File: src/hdl/bdclp_pkg.sv
package bdclp_pkg;

  localparam int CLICK_BITS_DEFAULT = 8;
  localparam int TIMER_BITS_DEFAULT = 17;

  localparam int CFG_DATA_BITS  = 16;
  localparam int CFG_INDEX_BITS = 2;

  typedef logic [CFG_INDEX_BITS-1:0] cfg_index_t;
  typedef logic [1:0]                status_t;

  localparam cfg_index_t REG_DEBOUNCE_TICKS   = 2'd0;
  localparam cfg_index_t REG_LONG_PRESS_TICKS = 2'd1;
  localparam cfg_index_t REG_RELEASED_LEVEL   = 2'd2;

  localparam status_t STATUS_OFF  = 2'd0;
  localparam status_t STATUS_ON   = 2'd1;
  localparam status_t STATUS_LONG = 2'd2;

  localparam logic [CFG_DATA_BITS-1:0] DEBOUNCE_TICKS_RESET   = 16'd50;
  localparam logic [CFG_DATA_BITS-1:0] LONG_PRESS_TICKS_RESET = 16'd1000;

endpackage

File: src/hdl/button_debounce_click_long_press.sv
// Channel  | Handshake           | Payload
// ---------+---------------------+-------------------------------------------
// input    | in_valid / in_stall | pin_level, take_click
// output   | out_valid/out_stall | button_status, click_taken, clicks_pending
// config   | cfg_write           | cfg_index, cfg_data
//
// One tick per transaction; the state update and the result
// are computed in the accept cycle and land in the output register, or in
// the skid entry while the output is stalled.
// A two-entry output stage (register plus skid) lets a new transaction in
// while a result waits; in_stall rises only when both entries are full.
// rst is synchronous: registers take their reset values, output is empty.
module button_debounce_click_long_press #(
  parameter int CLICK_BITS = bdclp_pkg::CLICK_BITS_DEFAULT,
  parameter int TIMER_BITS = bdclp_pkg::TIMER_BITS_DEFAULT
) (
  input  logic                           clk,
  input  logic                           rst,
  input  logic                           in_valid,
  output logic                           in_stall,
  input  logic                           pin_level,
  input  logic                           take_click,
  output logic                           out_valid,
  input  logic                           out_stall,
  output bdclp_pkg::status_t             button_status,
  output logic                           click_taken,
  output logic [CLICK_BITS-1:0]          clicks_pending,
  input  logic                           cfg_write,
  input  bdclp_pkg::cfg_index_t          cfg_index,
  input  logic [bdclp_pkg::CFG_DATA_BITS-1:0] cfg_data
);
  import bdclp_pkg::*;

  localparam int CMP_BITS = (TIMER_BITS > CFG_DATA_BITS) ? TIMER_BITS : CFG_DATA_BITS;
  localparam logic [TIMER_BITS-1:0] TIMER_MAX = {TIMER_BITS{1'b1}};
  localparam logic [CLICK_BITS-1:0] CLICK_MAX = {CLICK_BITS{1'b1}};

  logic [CFG_DATA_BITS-1:0] debounce_ticks;
  logic [CFG_DATA_BITS-1:0] long_press_ticks;
  logic                     released_level;

  logic                  last_level;
  logic [TIMER_BITS-1:0] settle_count;
  logic [TIMER_BITS-1:0] hold_count;
  logic                  release_armed;
  status_t               stable_status;
  logic [CLICK_BITS-1:0] click_store;

  logic                  last_level_next;
  logic [TIMER_BITS-1:0] settle_count_next;
  logic [TIMER_BITS-1:0] hold_count_next;
  logic                  release_armed_next;
  status_t               stable_status_next;
  logic [CLICK_BITS-1:0] click_store_next;
  logic                  taken_next;

  logic                  skid_valid;
  status_t               skid_status;
  logic                  skid_taken;
  logic [CLICK_BITS-1:0] skid_clicks;

  logic accept;
  logic active;
  logic settle_inc_max;
  logic hold_inc_max;
  logic [TIMER_BITS-1:0] settle_inc;
  logic [TIMER_BITS-1:0] hold_inc;
  logic [CLICK_BITS-1:0] click_added;
  logic out_load;

  assign in_stall = skid_valid;
  assign accept   = in_valid && !in_stall;
  assign active   = (pin_level != released_level);

  assign settle_inc_max = (settle_count == TIMER_MAX);
  assign hold_inc_max   = (hold_count == TIMER_MAX);
  assign settle_inc     = settle_inc_max ? TIMER_MAX : settle_count + 1'b1;
  assign hold_inc       = hold_inc_max ? TIMER_MAX : hold_count + 1'b1;

  always_comb begin
    last_level_next    = last_level;
    settle_count_next  = settle_count;
    hold_count_next    = hold_count;
    release_armed_next = release_armed;
    stable_status_next = stable_status;
    click_added        = click_store;
    if (pin_level != last_level) begin
      last_level_next    = pin_level;
      settle_count_next  = '0;
      hold_count_next    = active ? '0 : hold_inc;
      release_armed_next = !active;
    end else begin
      settle_count_next = settle_inc;
      hold_count_next   = hold_inc;
      if (CMP_BITS'(settle_inc) > CMP_BITS'(debounce_ticks)) begin
        if (active) begin
          stable_status_next = (CMP_BITS'(hold_inc) > CMP_BITS'(long_press_ticks)) ?
                               STATUS_LONG : STATUS_ON;
        end else begin
          if (release_armed) begin
            release_armed_next = 1'b0;
            if (stable_status != STATUS_LONG && click_store != CLICK_MAX) begin
              click_added = click_store + 1'b1;
            end
          end
          stable_status_next = STATUS_OFF;
        end
      end
    end
    taken_next       = take_click && (click_added != '0);
    click_store_next = taken_next ? click_added - 1'b1 : click_added;
  end

  always_ff @(posedge clk) begin
    if (rst) begin
      debounce_ticks   <= DEBOUNCE_TICKS_RESET;
      long_press_ticks <= LONG_PRESS_TICKS_RESET;
      released_level   <= 1'b1;
    end else if (cfg_write) begin
      unique case (cfg_index)
        REG_DEBOUNCE_TICKS:   debounce_ticks   <= cfg_data;
        REG_LONG_PRESS_TICKS: long_press_ticks <= cfg_data;
        REG_RELEASED_LEVEL:   released_level   <= cfg_data[0];
        default: ;
      endcase
    end
  end

  always_ff @(posedge clk) begin
    if (rst) begin
      last_level    <= 1'b1;
      settle_count  <= '0;
      hold_count    <= '0;
      release_armed <= 1'b0;
      stable_status <= STATUS_OFF;
      click_store   <= '0;
    end else if (accept) begin
      last_level    <= last_level_next;
      settle_count  <= settle_count_next;
      hold_count    <= hold_count_next;
      release_armed <= release_armed_next;
      stable_status <= stable_status_next;
      click_store   <= click_store_next;
    end
  end

  // output register refills from skid first, else straight from this tick
  assign out_load = !out_valid || !out_stall;

  always_ff @(posedge clk) begin
    if (rst) begin
      out_valid  <= 1'b0;
      skid_valid <= 1'b0;
    end else begin
      if (out_load) begin
        out_valid  <= skid_valid || accept;
        skid_valid <= 1'b0;
      end else if (accept) begin
        skid_valid <= 1'b1;
      end
    end
  end

  always_ff @(posedge clk) begin
    if (out_load) begin
      if (skid_valid) begin
        button_status  <= skid_status;
        click_taken    <= skid_taken;
        clicks_pending <= skid_clicks;
      end else if (accept) begin
        button_status  <= stable_status_next;
        click_taken    <= taken_next;
        clicks_pending <= click_store_next;
      end
    end else if (accept) begin
      skid_status <= stable_status_next;
      skid_taken  <= taken_next;
      skid_clicks <= click_store_next;
    end
  end

endmodule

File: config.mk
export PLATFORM = sky130hd
export DESIGN_NAME = button_debounce_click_long_press
export DESIGN_NICKNAME = d
export VERILOG_FILES = /design/src/hdl/bdclp_pkg.sv /design/src/hdl/button_debounce_click_long_press.sv
export SDC_FILE = /design/constraint.sdc
export NUM_CORES = 1
export LEC_CHECK = 0
export BUFFER_PORTS_ARGS = -buffer_cell sky130_fd_sc_hd__buf_2
export CAP_MARGIN = 0
export CELL_PAD_IN_SITES_DETAIL_PLACEMENT = 1
export CELL_PAD_IN_SITES_GLOBAL_PLACEMENT = 1
export CORE_MARGIN = 2
export CORE_UTILIZATION = 50
export CTS_CLUSTER_DIAMETER = 40
export DETAILED_ROUTE_END_ITERATION = 10
export GPL_TIMING_DRIVEN = 0
export HOLD_SLACK_MARGIN = 0.08
export PLACE_DENSITY_LB_ADDON = 0.1
export SLEW_MARGIN = 10
export SYNTH_ARGS = -nofsm -noshare
export SYNTH_HDL_FRONTEND = slang
export SYNTH_SLANG_ARGS = --single-unit
File: constraint.sdc
create_clock -name clk -period 12.6 [get_ports clk]
set_clock_uncertainty 0.15 [all_clocks]
set_input_delay 2.52 -clock clk [delete_from_list [all_inputs] [get_ports clk]]
set_output_delay 2.52 -clock clk [all_outputs]
set_load 0.005 [all_outputs]
==> results of run 1 <==
[power groups by stage]
stage                     registers [mW]  logic (mW)  clock network (mW)
after floorplan                    0.372      0.0735                   0
after global placement             0.373       0.106                   0
after CTS                          0.367       0.116               0.317
after detailed placement           0.375       0.115                   0
after global routing               0.369       0.127               0.327
final                              0.367       0.116               0.313
[how the worst min path moves through the flow]
| stage | endpoint | cells after the start |
|---|---|---|
| final | debounce_ticks[14]$_SDFFE_PP0P_ | 2 |
| after CTS | debounce_ticks[14]$_SDFFE_PP0P_ | 2 |
| after detailed placement | debounce_ticks[14]$_SDFFE_PP0P_ | 2 |
| after global routing | long_press_ticks[12]$_SDFFE_PP0P_ | 2 |
| after floorplan | debounce_ticks[10]$_SDFFE_PP0P_ | 2 |
| after global placement | debounce_ticks[14]$_SDFFE_PP0P_ | 2 |
[routing by layer]
layer,GRT usage [%],routed length [um],up-vias
li1,-,-,2489
met2,48.17,8336,140
met4,13.00,678,0
met5,0,0,-
met3,4.192,610,46
met1,33.84,7107,2528
[metrics by stage]
| step | setup slack, ns | hold slack (ns) | total power [mW] | util (%) | cell area [um2] |
|---|---|---|---|---|---|
| 6_report | 5.964 | 0.3052 | 0.7961 | 57.11 | 6465 |
| 5_1_grt | 5.427 | 0.3289 | 0.8235 | 57.11 | 6465 |
| 4_1_cts | 6.026 | 0.3087 | 0.8006 | 57.11 | 6465 |
| 3_5_place_dp | 5.922 | 0.2994 | 0.4900 | 54.18 | 6133 |
| 3_3_place_gp | 6.197 | 0.2977 | 0.4787 | 54.18 | 6133 |
| 2_1_floorplan | 6.949 | 0.2863 | 0.4454 | - | 5769 |
[sequential cells by signal, summed over array words and instances (netlist names), 2 cells and up]
| register | count |
|---|---|
| skid_status | 2 |
| settle_count | 17 |
| debounce_ticks | 16 |
| click_store | 8 |
| long_press_ticks | 16 |
| skid_clicks | 8 |
| stable_status | 2 |
| clicks_pending | 8 |
| hold_count | 17 |
| button_status | 2 |
[worst min-delay path, stage by stage (launching register included)]
cell,delay [ns]
dfxtp_1,0.31
nand2_1,0.05
a21oi_1,0.05
[logic make-up after synthesis]
logic type                 synth area share, %
buffers and inverters                    4.489
xor gates and xnor gates                 6.680
and+or+nand+nor                          22.95
AOI/OAI and AO/OA                        15.83
adders and majority gates                8.024
muxes                                    2.472
DFF                                      39.56
[layout make-up]
type                       instances  area (um2)
sequential                       103        2282
clock buffer                      10       229.0
buffer                            30       116.4
multi-input combinational        518        3228
clock inverter                     6       102.6
timing repair buffer              37       185.2
inverter                          38       142.6
fill                            1386        4856
tap                              143       178.9
[cells in the final DEF, fill, tap and decap left out, types with 12 or more instances in the layout]
cell type	count
clkbuf_1	28
edfxtp_1	22
nand3_1	16
o21ai_0	18
a22oi_1	30
a21oi_1	43
xnor2_1	20
buf_2	40
nand2_1	124
dfxtp_1	81
xor2_1	24
inv_1	36
nand4_1	12
ha_1	37
nor2_1	76
==> results_dict.tcl, run 1 <==
set metrics [dict create \
    syn_area_mm2 0.005769 \
    grt_overflow 0 \
    internal_power_mw 0.5780 \
    ir_drop_mv 0.09796 \
    place_inst 869 \
    setup_viol 0 \
    yosys_warnings 0 \
    synth_flop_cell "dfxtp_1" \
    numCtsBuffers 9 \
    p_leak_nw 2.697 \
    syn_nets 751 \
    max-cap-violations 0 \
    worst_path_most_repeated_cell "ha_1" \
    seqPwrFrac_pct 46.2 \
    synthDistinctLibCells 60 \
    crit_start "settle_count[0]$_SDFFE_PP0P_" \
    cts_tree "yes" \
    cts_hold_buffers 0 \
    cp-start-kind "flip-flop" \
    slew_viol_final 0 \
    r2r_cells 26 \
    crit_end "clicks_pending[0]$_DFFE_PP_" \
    yosysSeqAreaShare_pct 39.56 \
    tns_ns 0 \
    reg2reg_to "clicks_pending[0]$_DFFE_PP_" \
    portBuffers 37 \
    synth_edf_count 22 \
    clk_pin_slew_ns 0.07 \
    slowest_stage "clkbuf_1" \
    pwr-share-clk_pct 39.3 \
    holdCritStartpoint "debounce_ticks[14]$_SDFFE_PP0P_" \
    ant_nets 0 \
    cts_buffer_depth 2 \
    synth_cells 689 \
    via_per_inst 5.879 \
    antenna_cells 0 \
    path_depth 26 \
    crit_family "simple AND/OR/NAND/NOR gates" \
    async_flop_share_pct 0 \
    gp_congestion 0.8020 \
    syn_to_final_growth_pct 12.06 \
    synth_top_area_cell "dfxtp_1" \
    ioPinCount 38 \
    drcViolationCount 0 \
    cts_setup_buffers 0 \
    combPwrFrac_pct 14.6 \
    num_rows 39 \
    grt_pass1_vias 5522 \
    vias 5203 \
    drt_iter0_drc 269 \
    worst-path-max-fanout 10 \
    dieArea_mm2 0.01241 \
    cp_data_required_time_ns 12.54 \
    die_w_um 111.4 \
    cts_root_buf "clkbuf_16" \
    avgSynthCellArea_um2 8.373 \
    finalCriticalPeriod_ns 6.636 \
    cts.sinks 103 \
    dp_hpwl_um 12930 \
    detail_route.wl_per_cell_um 18.91 \
    cpPeakStageDelay_ns 0.41 \
    start_util_pct 50.96 \
    hold_violations 0 \
    synth_seq_cells 103 \
    rsz0062_at_grt "false" \
    fp.dieH_um 111.4 \
    htreeDepth 3 \
    worstReg2RegStart "settle_count[0]$_SDFFE_PP0P_" \
    worstMarginPinSlew_ns 1.239 \
    critical_path_class "flip-flop to flip-flop" \
    wirelength_um 16730 \
    clkLatencyLatePin_ns 0.36 \
    regToRegSetupSlack_ns 5.96 \
    cts_resized 0 \
    post_layout_nonfiller_instances 885 \
    fin_crit_sh_pct 52.67 \
    power_density_mw_per_mm2 123.1 \
    status "finished clean" \
    crit_buf_inv 5 \
    yosys.area.top_type_share_pct 28.11 \
    grt_max_degree 20 \
    core_area_mm2 0.01132 \
    yosys-top-cells-area "dfxtp_1 (28%), edfxtp_1 (11%), nand2_1 (8.1%), ha_1 (8.0%), nor2_1 (4.9%)" \
    fmax_ghz 0.1507 \
    antenna_found_initial 0 \
    drive_gt1_share_pct 10.65 \
    hold_class "flip-flop to flip-flop" \
    p_sw_share_pct 27.40 \
    synthTopCellsByCount "nand2_1 (124), dfxtp_1 (81), nor2_1 (76)" \
    grtUsageTotal_pct 27.70 \
    grt_pass1_wl_um 27550 \
    critPathArrivalTime_ns 6.58 \
    yosysMostFrequentCell "nand2_1" \
    p_sw_mw 0.2181 \
    final_nets 799 \
    first_pass_iters 5 \
    maxSlewHeadroom_pct 17.39 \
    crit_path_end_kind "flip-flop" \
]
Power figures use the tool's default switching activity.
==> run 2: changes to the inputs <==
CORE_UTILIZATION = 42   (was 50)
clock period = 6 ns   (was 12.6 ns; I/O delays follow)
==> run 2 against run 1 <==
Final cell count up 3.8%. Clock power up 95%. Hold slack improved by 0.0058 ns. Sequential power increased by 110%. Design area up 1.7%. Largest cell class unchanged. Die area up 18%. Register-to-register slack got worse by 5.6 ns. Total power rose by 100%.
==> results_dict.tcl, run 2 (synthesis results as in run 1) <==
set metrics [dict create \
    numCtsBuffers 9 \
    wirelength_um 16140 \
    cts_hold_buffers 0 \
    cpPeakStageDelay_ns 0.41 \
    post_layout_nonfiller_instances 919 \
    path_depth 24 \
    crit_start "settle_count[0]$_SDFFE_PP0P_" \
    start_util_pct 43.22 \
    maxSlewHeadroom_pct 20.57 \
    htreeDepth 3 \
    antenna_cells 0 \
    clk_pin_slew_ns 0.08 \
    ioPinCount 38 \
    portBuffers 37 \
    hold_violations 0 \
    fmax_ghz 0.1767 \
    dieArea_mm2 0.01469 \
    dp_hpwl_um 12520 \
    drt_iter0_drc 240 \
    first_pass_iters 4 \
    finalCriticalPeriod_ns 5.660 \
    rsz0062_at_grt "false" \
    crit_path_end_kind "flip-flop" \
    regToRegSetupSlack_ns 0.34 \
    fin_util_pct 49.26 \
    fin_crit_sh_pct 94.34 \
    power_density_mw_per_mm2 247.0 \
    clkLatencyLatePin_ns 0.36 \
    cts_buffer_depth 2 \
    gp_congestion 0.8443 \
    detail_route.wl_per_cell_um 17.56 \
    crit_chain "ha_2, and3_1, buf_2, nand4_4, nor3_2, xnor2_1, nand2_1, ha_1, and3_4, nor2b_1, and3_1, nand2b_1, a2bb2oi_4, buf_4, nor2_4, mux2i_2, ha_2, nand3_1, nor4_2, a31oi_2, o21ai_2, buf_4, mux2_2, o21ai_1" \
    num_rows 42 \
    p_leak_nw 2.723 \
    ir_drop_mv 0.1624 \
    fill_cells 1637 \
    grtUsageTotal_pct 23.25 \
    ant_nets 0 \
    holdWs_ns 0.3110 \
    cts.sinks 103 \
    max-cap-violations 0 \
    r2r_cells 24 \
    finalPower_mw 1.624 \
    crit_buf_inv 3 \
    grt_pass1_wl_um 26770 \
    final_cell_mix "nand2_1 (123), dfxtp_1 (81), nor2_1 (74), a21oi_1 (43), buf_2 (40)" \
    crit_end "clicks_pending[1]$_DFFE_PP_" \
    syn_to_final_growth_pct 13.97 \
    place_inst 902 \
    final_nets 800 \
    grt_pass1_vias 5365 \
    fin_ws_ns 0.3397 \
    cts_root_buf "clkbuf_16" \
    reg2reg_to "clicks_pending[1]$_DFFE_PP_" \
    worstReg2RegStart "settle_count[0]$_SDFFE_PP0P_" \
    slew_viol_final 0 \
    status "finished clean" \
    via_per_inst 5.577 \
    multiInputGateArea_mm2 0.003309 \
    cp_data_required_time_ns 6.06 \
    setup_viol 0 \
    critPathArrivalTime_ns 5.72 \
    worst-path-max-fanout 10 \
    grt_overflow 0 \
    cp-start-kind "flip-flop" \
    cts_tree "yes" \
    final_common_cell "nand2_1" \
    critical_path_class "flip-flop to flip-flop" \
    drcViolationCount 0 \
    die_w_um 121.2 \
    worstMarginPinSlew_ns 1.189 \
    hold_class "flip-flop to flip-flop" \
    antenna_found_initial 0 \
    slowest_stage "dfxtp_1" \
    reg_top3 "hold_count: 17 flops, settle_count: 17 flops" \
    vias 5125 \
    place_ws_ns -0.4728 \
    core_area_mm2 0.01335 \
    crit_family "simple AND/OR/NAND/NOR gates" \
    seq_area_mm2 0.002282 \
    fp.dieH_um 121.2 \
    grt_max_degree 22 \
    drive_gt1_share_pct 12.38 \
]
==> run 2: cell count changes in the layout (fill, tap and decap cells not counted), sizes merged <==
cell    delta
clkinv     -1
bufinv     -2
inv        +4
clkbuf     -3
buf        +3
==> run 2: power breakdown <==
part,switching [mW],leakage [nW],internal [mW],total [mW]
clock,0.309,0.151,0.302,0.611
sequential,0.0218,0.870,0.748,0.769
combinational,0.146,1.70,0.0976,0.244
total,0.477,2.72,1.15,1.62
==> run 2: how the worst min path moves through the flow <==
stage | slack [ns] | start | depth (start not counted) | endpoint
after floorplan | 0.29 | debounce_ticks[10]$_SDFFE_PP0P_ | 2 | debounce_ticks[10]$_SDFFE_PP0P_
after global placement | 0.30 | debounce_ticks[2]$_SDFFE_PP0P_ | 2 | debounce_ticks[2]$_SDFFE_PP0P_
after detailed placement | 0.30 | long_press_ticks[13]$_SDFFE_PP0P_ | 2 | long_press_ticks[13]$_SDFFE_PP0P_
after CTS | 0.31 | long_press_ticks[13]$_SDFFE_PP0P_ | 2 | long_press_ticks[13]$_SDFFE_PP0P_
after global routing | 0.33 | long_press_ticks[13]$_SDFFE_PP0P_ | 2 | long_press_ticks[13]$_SDFFE_PP0P_
final | 0.31 | debounce_ticks[10]$_SDFFE_PP0P_ | 2 | debounce_ticks[10]$_SDFFE_PP0P_
==> run 2: per-stage QoR <==
stage               cell area (um2)  setup TNS, ns
finish                         6575              0
global route                   6575              0
CTS                            6491              0
detailed placement             6175         -5.797
global placement               6175         -1.709
floorplan                      5769              0
==> run 2: what timing repair did <==
item | in CTS | in global routing
resized for setup | 6 | 13
setup endpoints to repair | 23 | 21
setup buffers | 0 | 2
pin swaps | 0 | 1
==> run 2: tightest hold or removal path: stages, from the launching register on <==
cell and delay [ns]:
dfxtp_1 0.31, nand2_1 0.05, a21oi_1 0.05
==> run 2: per-layer routing <==
metal / global-route usage, % / share of wire (%)
met4: 8.621 / 2.4
met2: 41.29 / 50
met5: 0 / 0
met3: 2.632 / 2.6
met1: 28.92 / 45
==> run 2: area by class of cell <==
class	instances	area share, %
inverters	38	2.169
clock buffers	9	3.425
repair buffers	39	3.045
well taps	176	3.349
multi-input cells	518	50.33
clock inverters	7	1.199
plain buffers	29	1.770
flip-flops and latches	103	34.71
==> run 3: changes to the inputs <==
CORE_ASPECT_RATIO = 1.5   (was not set)
==> run 3 against run 2 <==
First-iteration DRC count down 37%. Register-to-register slack lost 0.02 ns. Clock-buffer cell count is 3 higher. Critical path type unchanged. Largest power group unchanged.
==> results_dict.tcl, run 3 (synthesis results as in run 1) <==
set metrics [dict create \
    num_rows 52 \
    gp_congestion 0.8167 \
    first_pass_iters 4 \
    place_ws_ns -0.5432 \
    crit_path_end_kind "flip-flop" \
    cts.sinks 103 \
    final_nets 799 \
    seq_area_mm2 0.002283 \
    critPathArrivalTime_ns 5.62 \
    wirelength_um 16110 \
    clkLatencyLatePin_ns 0.35 \
    cts_root_buf "clkbuf_16" \
    via_per_inst 5.455 \
    worstMarginPinSlew_ns 1.120 \
    multiInputGateArea_mm2 0.003313 \
    seqPwrFrac_pct 47.4 \
    rsz0062_at_grt "false" \
    grtUsageTotal_pct 22.10 \
    p_sw_mw 0.4306 \
    fp.dieH_um 147.5 \
    reg_top3 "hold_count: 17 flops, settle_count: 17 flops" \
    r2r_cells 25 \
    cts_buffer_depth 2 \
    drcViolationCount 0 \
    p_sw_share_pct 26.52 \
    hold_violations 0 \
    fin_ws_ns 0.3233 \
    combPwrFrac_pct 14.8 \
    slew_viol_final 0 \
    fin_crit_sh_pct 94.61 \
    finalPower_mw 1.624 \
    setup_viol 0 \
    regToRegSetupSlack_ns 0.32 \
    maxSlewHeadroom_pct 25.18 \
    drt_iter0_drc 152 \
    max-cap-violations 0 \
    cp_data_required_time_ns 5.95 \
    portBuffers 37 \
    antenna_cells 0 \
    cts_tree "yes" \
    drive_gt1_share_pct 12.40 \
    grt_max_degree 18 \
    power_density_mw_per_mm2 247.4 \
    grt_pass1_wl_um 25720 \
    met1_usage_pct 25.02 \
    numCtsBuffers 9 \
    final_cell_mix "nand2_1 (123), dfxtp_1 (80), nor2_1 (74), a21oi_1 (43), buf_2 (40)" \
    ir_drop_mv 0.1329 \
    vias 4931 \
    dp_hpwl_um 12600 \
    grt_pass1_vias 5269 \
    p_leak_nw 2.717 \
    fill_cells 1615 \
    finalCriticalPeriod_ns 5.677 \
    grtUsageMet2_pct 42.06 \
    detail_route.wl_per_cell_um 17.82 \
    dieArea_mm2 0.01471 \
    busiest_layer "met2" \
    fmax_ghz 0.1762 \
    grt_overflow 0 \
    core_area_mm2 0.01347 \
    grtUsageMet3_pct 2.080 \
    status "finished clean" \
    syn_to_final_growth_pct 13.75 \
    ioPinCount 38 \
    worst-path-max-fanout 11 \
    internal_power_mw 1.193 \
    critical_path_class "flip-flop to flip-flop" \
    cp-start-kind "flip-flop" \
    hold_class "flip-flop to flip-flop" \
    ant_nets 0 \
    antenna_found_initial 0 \
    pwr-share-clk_pct 37.7 \
    final_common_cell "nand2_1" \
    start_util_pct 42.84 \
    die_w_um 99.70 \
    worstHoldPathCells 2 \
    htreeDepth 3 \
    clk_pin_slew_ns 0.07 \
]
## run 3: what timing repair did
action,CTS,global route
pin swaps,0,2
setup buffers,0,1
gates resized for setup,6,15
setup endpoints to repair,23,19
hold buffers,0,0
## run 3: metrics by stage
stage               cells  TNS (ns)  area (um2)  utilization [%]  hold slack [ns]
floorplan             689         0        5769                -           0.2863
global placement      888    -2.277        6157            45.72           0.2962
detailed placement    888    -6.167        6157            45.72           0.2987
CTS                   903         0        6481            48.12           0.3085
global route          904         0        6563            48.73           0.3264
finish                904         0        6563            48.73           0.3063
## run 3: worst paths after layout
| check | from | to |
|---|---|---|
| max | settle_count[1]$_SDFFE_PP0P_ | clicks_pending[0]$_DFFE_PP_ |
| min reg2reg | long_press_ticks[13]$_SDFFE_PP0P_ | long_press_ticks[13]$_SDFFE_PP0P_ |
| max reg2reg | settle_count[1]$_SDFFE_PP0P_ | clicks_pending[0]$_DFFE_PP_ |
| min | long_press_ticks[13]$_SDFFE_PP0P_ | long_press_ticks[13]$_SDFFE_PP0P_ |
## run 3: final cells by class
| class | instances | area share (%) |
|---|---|---|
| Buffer | 29 | 1.773 |
| Tap cell | 162 | 3.089 |
| Clock buffer | 12 | 3.908 |
| Sequential cell | 103 | 34.80 |
| Clock inverter | 4 | 0.8389 |
| Inverter | 38 | 2.174 |
| Timing Repair Buffer | 38 | 2.936 |
| Multi-Input combinational cell | 518 | 50.49 |
## run 3: per-layer routing
layer,share of wire [%],routed length (um),vias up
met5,0,0,-
met4,2.3,377,0
met3,1.2,195,23
met2,54,8747,48
met1,42,6790,2376
li1,-,-,2484
## run 3: critical path, cell delays in order (launching register included)
cell,delay [ns]
dfxtp_1,0.37
ha_2,0.23
and3_1,0.15
buf_2,0.20
nand4_4,0.19
nor2_4,0.20
nand2_4,0.13
buf_2,0.21
o21ai_0,0.16
ha_1,0.32
nand4_1,0.12
nor2_1,0.05
and3_1,0.21
nand2b_1,0.23
a2bb2oi_4,0.22
buf_4,0.22
nor2_4,0.24
mux2i_4,0.30
ha_2,0.25
nand3_1,0.11
nor4_2,0.21
a31oi_2,0.14
o21ai_2,0.28
inv_2,0.09
xnor2_1,0.15
mux2_1,0.29
## run 3: power groups by stage
stage | Sequential (mW) | Clock (mW) | Combinational, mW
after global routing | 0.773 | 0.646 | 0.266
after detailed placement | 0.784 | 0 | 0.233
final | 0.770 | 0.613 | 0.241
after CTS | 0.769 | 0.623 | 0.235
after global placement | 0.782 | 0 | 0.220
after floorplan | 0.781 | 0 | 0.154
